### src/sv/nns_ram.sv
`timescale 1ns / 1ps

module nns_ram #(
  parameter int W     = 8,
  parameter int DEPTH = 2
) (
  input  logic                     clk,
  input  logic                     we,
  input  logic [$clog2(DEPTH)-1:0] waddr,
  input  logic [W-1:0]             wdata,
  input  logic [$clog2(DEPTH)-1:0] raddr,
  output logic [W-1:0]             rdata
);

  logic [W-1:0] mem [DEPTH];

  // Write port, registered read port
  always_ff @(posedge clk) begin
    if (we) begin
      mem[waddr] <= wdata;
    end
    rdata <= mem[raddr];
  end

endmodule

### config.mk
export PLATFORM = sky130hd
export DESIGN_NAME = nns_ram
export DESIGN_NICKNAME = d
export VERILOG_FILES = /design/src/sv/nns_ram.sv
export SDC_FILE = /design/constraint.sdc
export NUM_CORES = 1
export LEC_CHECK = 0
export ABC_AREA = 1
export BUFFER_PORTS_ARGS = -buffer_cell sky130_fd_sc_hd__buf_2
export CAP_MARGIN = 40
export CORE_MARGIN = 10
export CORE_UTILIZATION = 52
export CTS_CLUSTER_SIZE = 10
export DETAILED_ROUTE_END_ITERATION = 12
export PLACE_DENSITY = 0.8
export SLEW_MARGIN = 10
export SYNTH_ARGS = -nofsm -noshare
export SYNTH_HDL_FRONTEND = slang
export SYNTH_SLANG_ARGS = --single-unit
### constraint.sdc
create_clock -name clk -period 1.9 [get_ports clk]
set_input_delay 0.38 -clock clk [delete_from_list [all_inputs] [get_ports clk]]
set_output_delay 0.38 -clock clk [all_outputs]
set_load 0.05 [all_outputs]
==> flow_summary.yaml <==
outcome:
  outcome: "complete, no violations"
logic_synthesis:
  yosysSeqAreaShare_pct: 84.2
  avgSynthCellArea_um2: 14.1
  ys_ff_latch: 24
  synthesis.nets: 66
  synth_warnings: 0
  synthDistinctLibCells: 7
  syn_inst: 54
  synth_area_um2: 761
route:
  drtAntennaViolNets: 0
  vias_per_cell: 4.58
  drc: 0
  wl_per_cell_um: 12.7
  drt_pass1_iterations: 4
  routed-via-count: 417
  first_iter_violations: 13
  drt_wl_total_mm: 1.15
worst_setup_path:
  critPathKind: "register to output pin"
  crit_slowest_cell: "dfxtp_1"
  crit_path_end_kind: "output pin"
  worstPathMaxFanout: 1
  cp.arrival_ns: 0.89
  cp_cell_sequence: "buf_2"
  critPathBufInv: 1
  startpoint_type: "register"
  crit_family: "flip-flops"
  cp.required_ns: 1.52
  slowest_delay_ns: 0.33
grt:
  grt_pass1_vias: 439
  grt_pass1_wl_mm: 1.87
  grt_overflow: 0
  antenna_found_initial: 0
  grt_max_degree: 14
  grt_usage_pct: 7.23
timing:
  period_share_pct: 66.9
  whs_ns: 0.253
  slew_headroom_pct: 58.8
  drv_slew: 0
  rsz0062_at_grt: "no"
  max_freq_mhz: 786
  setup_tns_ns: 0
  finClkSkew_ns: 0.00598
  tightest_slew_ns: 0.616
  setup_viol: 0
  finalHoldViolCount: 0
  period_minus_slack_ns: 1.27
floorplanning:
  die_y_um: 58.3
  core_um2: 1330
  io_pins: 20
  start_util_pct: 57.0
  die_w_um: 58.3
  num_rows: 13
  dieArea_um2: 3390
clock_network:
  cts_setup_buffers: 0
  cts_tree: "yes"
  cts_max_path_buffers: 2
  cts_resized: 0
  cts.clk_slew.worst_paths_ns: 0.12
  cts_sinks: 24
  ctsHoldBuffers: 0
  cts-buffers-inserted: 3
  root_buffer: "clkbuf_4"
  clk_latency_ns: 0.30
  htreeDepth: 1
layout:
  post-route-cell-area_um2: 890
  diodes: 0
  layout.nets: 89
  drive_above_1_share_pct: 30.3
  area_delta_synth_final_pct: 16.9
placed_design:
  gp_congestion: 0.672
  port_buffers: 19
  dp_hpwl_um: 902
  place_area_um2: 863
power_and_ir_drop:
  power_leakage_nw: 0.401
  power_w: 0.000933
  ir_drop_v: 0.000550
  p_per_area_nw_per_um2: 1050
worst_hold_path:
  hold_class: "primary input to register"
run:
  drv_cap: 0
-- routing by layer --
layer	track usage [%]	wire length (µm)	vias to the layer above	share of wire (%)
li1	-	-	219	-
met1	7.29	488	178	42
met3	2.18	62	5	5.4
met5	0	0	-	0
met2	11.5	557	15	48
met4	7.05	46	0	4.0
-- synth_stat cells --
library cell	n	share of area (%)
buf_6	1	1.5
dfxtp_1	8	21
edfxtp_1	16	63
inv_1	2	0.99
inv_2	1	0.49
nand2_1	25	12
nor2_1	1	0.49
-- metrics by stage --
| step | setup WS [ns] | utilization [%] | instances |
|---|---|---|---|
| floorplan | 0.760 | - | 54 |
| global placement | 0.576 | 64.7 | 87 |
| detailed placement | 0.530 | 64.7 | 87 |
| CTS | 0.612 | 66.7 | 91 |
| global route | 0.573 | 66.7 | 91 |
| finish | 0.628 | 66.7 | 91 |
-- placed cells by master, fill, tap and decap left out --
cell      count
clkbuf_4      3
clkbuf_1      1
inv_1         2
nand2_1      25
nor2_1        1
inv_2         1
dfxtp_1       8
buf_2        19
edfxtp_1     16
-- layout make-up --
cell class,count,area (µm²)
fill,104,444
clock buffer,4,26.3
timing repair buffer,19,95.1
multi-input combinational,26,97.6
sequential,24,641
tap,15,18.8
inverter,3,11.3
-- cell families (layout without fill, tap and decap cells) --
family | Yosys count | count (layout) | share of synthesized area [%]
buffers and inverters | 4 | 26 | 2.96
AND/OR/NAND/NOR | 26 | 26 | 12.8
flip-flops | 24 | 24 | 84.2
-- registers in the layout, summed over array words and instances (netlist names) --
register	cells
rdata	8
mem	16
-- report_power, final --
| group | leakage [nW] | internal (W) | total, W | switching (W) |
|---|---|---|---|---|
| Clock | 0.0150 | 0.0000819 | 0.000217 | 0.000135 |
| Sequential | 0.218 | 0.000597 | 0.000607 | 0.00000933 |
| Combinational | 0.168 | 0.0000256 | 0.000109 | 0.0000836 |
-- path summary, 6_finish.rpt --
| kind | from | to | slack, ns | cells past startpoint |
|---|---|---|---|---|
| setup / recovery | rdata[5] | rdata[5] | 0.63 | 1 |
| hold / removal | wdata[3] | mem[0][3] | 0.25 | 1 |
| setup reg to reg | mem[0][3] | rdata[3] | 1.27 | 2 |
| hold reg to reg | mem[0][1] | rdata[1] | 0.45 | 2 |
(Power assumes the default switching activity.)
