[src/sv/nns_pkg.sv]
`timescale 1ns / 1ps

package nns_pkg;

  // Default sizes
  localparam int POINT_DEPTH_DEF   = 1024;
  localparam int SEGMENT_DEPTH_DEF = 2048;
  localparam int COORD_BITS_DEF    = 20;

  // Fixed field widths
  localparam int KIND_W  = 2;
  localparam int PIN_W   = 10;
  localparam int MAXD_W  = 21;
  localparam int INDEX_W = 11;
  localparam int STAT_W  = 2;

  // Bits of the second operand taken per cycle by the wide multiplier
  localparam int MUL_DIGIT = 8;

  // Last step of the multiply sequence, for point and segment queries
  localparam logic [3:0] STEP_PT_LAST = 4'd2;
  localparam logic [3:0] STEP_SG_LAST = 4'd10;

  // Item kinds
  localparam logic [KIND_W-1:0] K_ADD_PT = 2'd0;
  localparam logic [KIND_W-1:0] K_ADD_SG = 2'd1;
  localparam logic [KIND_W-1:0] K_PT_Q   = 2'd2;
  localparam logic [KIND_W-1:0] K_SG_Q   = 2'd3;

  // Result status codes
  localparam logic [STAT_W-1:0] ST_OK   = 2'd0;
  localparam logic [STAT_W-1:0] ST_NONE = 2'd1;
  localparam logic [STAT_W-1:0] ST_FULL = 2'd2;
  localparam logic [STAT_W-1:0] ST_BAD  = 2'd3;

  typedef enum logic [4:0] {
    S_IDLE,
    S_EXEC,
    S_TWIN,
    S_INIT,
    S_PT_RD,
    S_PT_WT,
    S_PT_CMP,
    S_SG_RD,
    S_SG_WT,
    S_PA,
    S_PB,
    S_MUL,
    S_SEL,
    S_CSQ,
    S_CSQ_W,
    S_LHS,
    S_LHS_W,
    S_RHS,
    S_RHS_W,
    S_FIN,
    S_DONE
  } state_t;

endpackage

[src/sv/nns_wmul.sv]
`timescale 1ns / 1ps

module nns_wmul #(
  parameter int A_W = 8,
  parameter int B_W = 8,
  localparam int DIG = nns_pkg::MUL_DIGIT,
  localparam int ND  = (B_W + DIG - 1) / DIG,
  localparam int PW  = A_W + ND * DIG
) (
  input  logic           clk,
  input  logic           rst_n,
  input  logic           start,
  input  logic [A_W-1:0] a,
  input  logic [B_W-1:0] b,
  output logic           done,
  output logic [PW-1:0]  p
);

  localparam int CNTW = $clog2(ND + 1);
  localparam int PPW  = A_W + DIG;

  logic [PW-1:0]     acc_r;
  logic [A_W-1:0]    a_r;
  logic [ND*DIG-1:0] b_r;
  logic [CNTW-1:0]   cnt_r;
  logic              busy_r;
  logic              done_r;
  logic [PPW-1:0]    pp;

  // Partial product of the held operand and the top digit
  assign pp = PPW'(a_r) * PPW'(b_r[ND*DIG-1 -: DIG]);

  // Sequence control
  always_ff @(posedge clk) begin
    if (!rst_n) begin
      busy_r <= 1'b0;
      done_r <= 1'b0;
      cnt_r  <= '0;
    end else begin
      done_r <= 1'b0;
      if (start) begin
        busy_r <= 1'b1;
        cnt_r  <= CNTW'(ND);
      end else if (busy_r) begin
        cnt_r <= cnt_r - 1'b1;
        if (cnt_r == CNTW'(1)) begin
          busy_r <= 1'b0;
          done_r <= 1'b1;
        end
      end
    end
  end

  // Shift-accumulate, most significant digit first
  always_ff @(posedge clk) begin
    if (start) begin
      acc_r <= '0;
      a_r   <= a;
      b_r   <= (ND*DIG)'(b);
    end else if (busy_r) begin
      acc_r <= (acc_r << DIG) + PW'(pp);
      b_r   <= b_r << DIG;
    end
  end

  assign done = done_r;
  assign p    = acc_r;

endmodule
[config.mk]
export PLATFORM = sky130hd
export DESIGN_NAME = nns_wmul
export DESIGN_NICKNAME = d
export VERILOG_FILES = /design/src/sv/nns_pkg.sv /design/src/sv/nns_wmul.sv
export SDC_FILE = /design/constraint.sdc
export NUM_CORES = 1
export LEC_CHECK = 0
export BUFFER_PORTS_ARGS = -buffer_cell sky130_fd_sc_hd__buf_2
export CELL_PAD_IN_SITES_DETAIL_PLACEMENT = 1
export CELL_PAD_IN_SITES_GLOBAL_PLACEMENT = 1
export CORE_AREA = 5 5 107 109
export CTS_CLUSTER_DIAMETER = 50
export DETAILED_ROUTE_END_ITERATION = 8
export DIE_AREA = 0 0 112 114
export PLACE_DENSITY_LB_ADDON = 0.12
export SETUP_SLACK_MARGIN = 0.02
export SYNTH_ARGS = -nofsm -noshare
export SYNTH_HDL_FRONTEND = slang
export SYNTH_SLANG_ARGS = --single-unit
[constraint.sdc]
create_clock -name clk -period 4.4 [get_ports clk]
set_input_delay 0.88 -clock clk [delete_from_list [all_inputs] [get_ports clk]]
set_output_delay 0.88 -clock clk [all_outputs]
set_load 0.1 [all_outputs]
==> metrics.txt <==
count of final setup violators 0; worst flop-to-flop path endpoint p[15]; Tot GR Track Use 14.2%; final instance area 4220 µm²; #FFs+latches synth 35; Worst setup EP type flip-flop; Post-Syn Area 3550 µm²; CP peak stage delay 0.55 ns; Hold-fix buffers, CTS 0; met3 usage 1.91%; worst-path cell chain buf_4 > and2_1 > fa_1 > fa_1 > inv_1 > fa_1 > fa_1 > inv_1 > ha_2 > nand3_2 > o211ai_4 > nand4_1 > and3_1 > o31ai_1; worst hold path class flip-flop to flip-flop; CTS tree built; Int Power 1010 µW; die area 12800 µm²; power density over the cells 502 nW/µm²; CTS buffer count 5; clock power share 11.7%; most common cell in the synthesized netlist inv_1; register share of total power 20.9%; Layout fillers 1239; Max Root-Sink Buffers 2; wirelength, routed 8520 µm; share of the synthesized area in the top cell type 24.2%; synth warn 0; status complete, no violations; placed instance area 3980 µm²; initial antenna violation count 0; Synth area leader fa_1; CP most frequent cell fa_1; Pins Over Slew Limit 0; final hold vios 0; min Tclk post-route 4.22 ns; Yosys cell types 41; Logic pwr share 67.5%; Mapped Avg Cell Area 9.68 µm²; EDFF count, synth 16; WP data arrival 4.44 ns; number of global-route vias before repair 2870; # rows 38; Rel. slew slack 56.0%; drt via density 4.65; first-pass GRT wire length 14300 µm; max cap viols 0; Ports 36; worst slew pin tran 0.660 ns; synth top area cells fa_1, edfxtp_1, ha_1; Core ar. 10500 µm²; drt drc 0; Sw Share 52.1%; port bufs 35; fin util 40.1%; CTS Sinks 35; RSZ-0062 raised after global routing yes; DP Wirelength 7050 µm; drt pass-1 iters 4; Clock Latency Late Sink 0.30 ns; Most used DFF post-synth dfxtp_1; post-route clock period utilization 96.0%; worst-path fanout max 5; Synth Instances 367; area delta synth->final 18.7%; initial DRC count 66; root buffer cell clkbuf_8; sequential area share after synthesis 24.2%; share of post-route cells with drive strength above 1 19.3%; syn_nets 467; Worst setup startpoint b_r[4]; Max Clock Skew 0.00577 ns; FF-to-FF Start b_r[4]; Routed Antenna Nets 0; Synth top cells by count inv_1, and2_1, fa_1; max frequency 237 MHz; worst reg-to-reg setup slack 0.18 ns; diode count 0; via count 2648; maximum vdd drop 0.000377 V; WL per Instance 14.9 µm; Leak Pwr 0.00206 µW; crit path launch type flip-flop; Post-synth ARST share 0%; total gr overflow 0; clock slew seen by the registers of the worst setup and hold paths 0.08 ns; Worst Path Required 4.61 ns; GR met2 Demand/Resource 24.5%; # nets final 529; starting density of the core 33.8%; met1 usage 18.5%; Net Switching 1100 µW; H-Tree Depth 2; CP Class flip-flop to flip-flop; Die Ht 114 µm; GR peak layer met2; Final Wtd Congestion 0.807; pin count of the biggest net entering global routing 36; Die Width 112 µm; crit path to p[15]; Reg2Reg Depth 14; Crit-path slowest cell fa_1
==> power by group through the flow <==
stage / sequential, µW / clock (µW) / combinational (µW)
floorplan: 735 / 0 / 748
global placement: 452 / 0 / 1350
detailed placement: 454 / 0 / 1360
CTS: 445 / 265 / 1380
global route: 453 / 273 / 1590
finish: 442 / 247 / 1430
==> critical path: cells and delay by family (launching register included) <==
kind                       cells  cell delay [ns]
adders and majority gates      5             2.31
and+or+nand+nor                4             0.65
DFF                            1             0.46
AOI/OAI and AO/OA              2             0.44
buffers and inverters          3             0.27
==> metal layers <==
layer  share of wire [%]  up-vias  routed length, µm
li1                    -     1279                  -
met1                  44     1341               3770
met2                  52       21               4400
met3                 2.7        7                228
met4                 1.4        0                119
met5                   0        -                  0
==> cell usage in the layout, fill, tap and decap left out, types with 3 or more instances in the layout <==
master / count
a21oi_1: 5
mux2i_1: 9
ha_2: 3
nand3_1: 5
ha_1: 34
edfxtp_1: 16
and3_1: 3
nand4_1: 4
buf_4: 26
nor2_1: 15
dfxtp_1: 19
buf_2: 35
nor2b_1: 3
inv_1: 79
xor2_1: 4
a21oi_2: 3
and2_1: 53
clkbuf_8: 5
fa_1: 42
xnor2_1: 4
nand2_1: 28
==> registers in the layout (all words and copies together) (netlist names) <==
name and count:
a_r 8, b_r 8, busy_r 1, cnt_r 1, done 1, p 16
==> cell type report <==
| type | instances | area (µm²) | share of cell area (%) |
|---|---|---|---|
| Clock inverter | 3 | 23.8 | 0.564 |
| Timing Repair Buffer | 61 | 370 | 8.79 |
| Tap cell | 140 | 175 | 4.16 |
| Clock buffer | 5 | 68.8 | 1.63 |
| Multi-Input combinational cell | 247 | 2420 | 57.4 |
| Sequential cell | 35 | 861 | 20.4 |
| Inverter | 79 | 297 | 7.03 |
==> kinds of logic after synthesis <==
family / synth area share [%]
and+or+nand+nor: 18.7
AOI/OAI and AO/OA: 5.67
buffers and inverters: 9.26
adders and majority gates: 37.6
DFF: 24.2
xor gates and xnor gates: 1.97
muxes: 2.54
==> metrics by stage <==
| stage | hold WS [ns] | total power, µW | instances | setup slack (ns) | setup TNS (ns) |
|---|---|---|---|---|---|
| finish | 0.464 | 2120 | 570 | 0.177 | 0 |
| global route | 0.494 | 2320 | 570 | -0.0186 | -0.0218 |
| CTS | 0.472 | 2090 | 562 | 0.0472 | 0 |
| detailed placement | 0.455 | 1810 | 551 | -0.00981 | -0.00981 |
| global placement | 0.433 | 1800 | 551 | 0.0543 | 0 |
| floorplan | 0.468 | 1480 | 367 | 0.188 | 0 |
==> how the worst min path moves through the flow <==
| stage | from | to | slack [ns] | depth (start not counted) |
|---|---|---|---|---|
| 6_report | p[15] | p[15] | 0.46 | 2 |
| 5_1_grt | p[15] | p[15] | 0.49 | 2 |
| 4_1_cts | p[15] | p[15] | 0.47 | 2 |
| 3_5_place_dp | p[15] | p[15] | 0.45 | 2 |
| 3_3_place_gp | p[11] | p[11] | 0.43 | 2 |
| 2_1_floorplan | cnt_r | done | 0.47 | 1 |
==> timing repair <==
| item | CTS | global route |
|---|---|---|
| resized for setup | 1 | 11 |
| cloned | 0 | 0 |
| setup buffers | 3 | 8 |
| pin swaps | 0 | 9 |
| endpoints found under the setup margin | 2 | 5 |
Note: power is estimated with default switching activity, not from simulation.
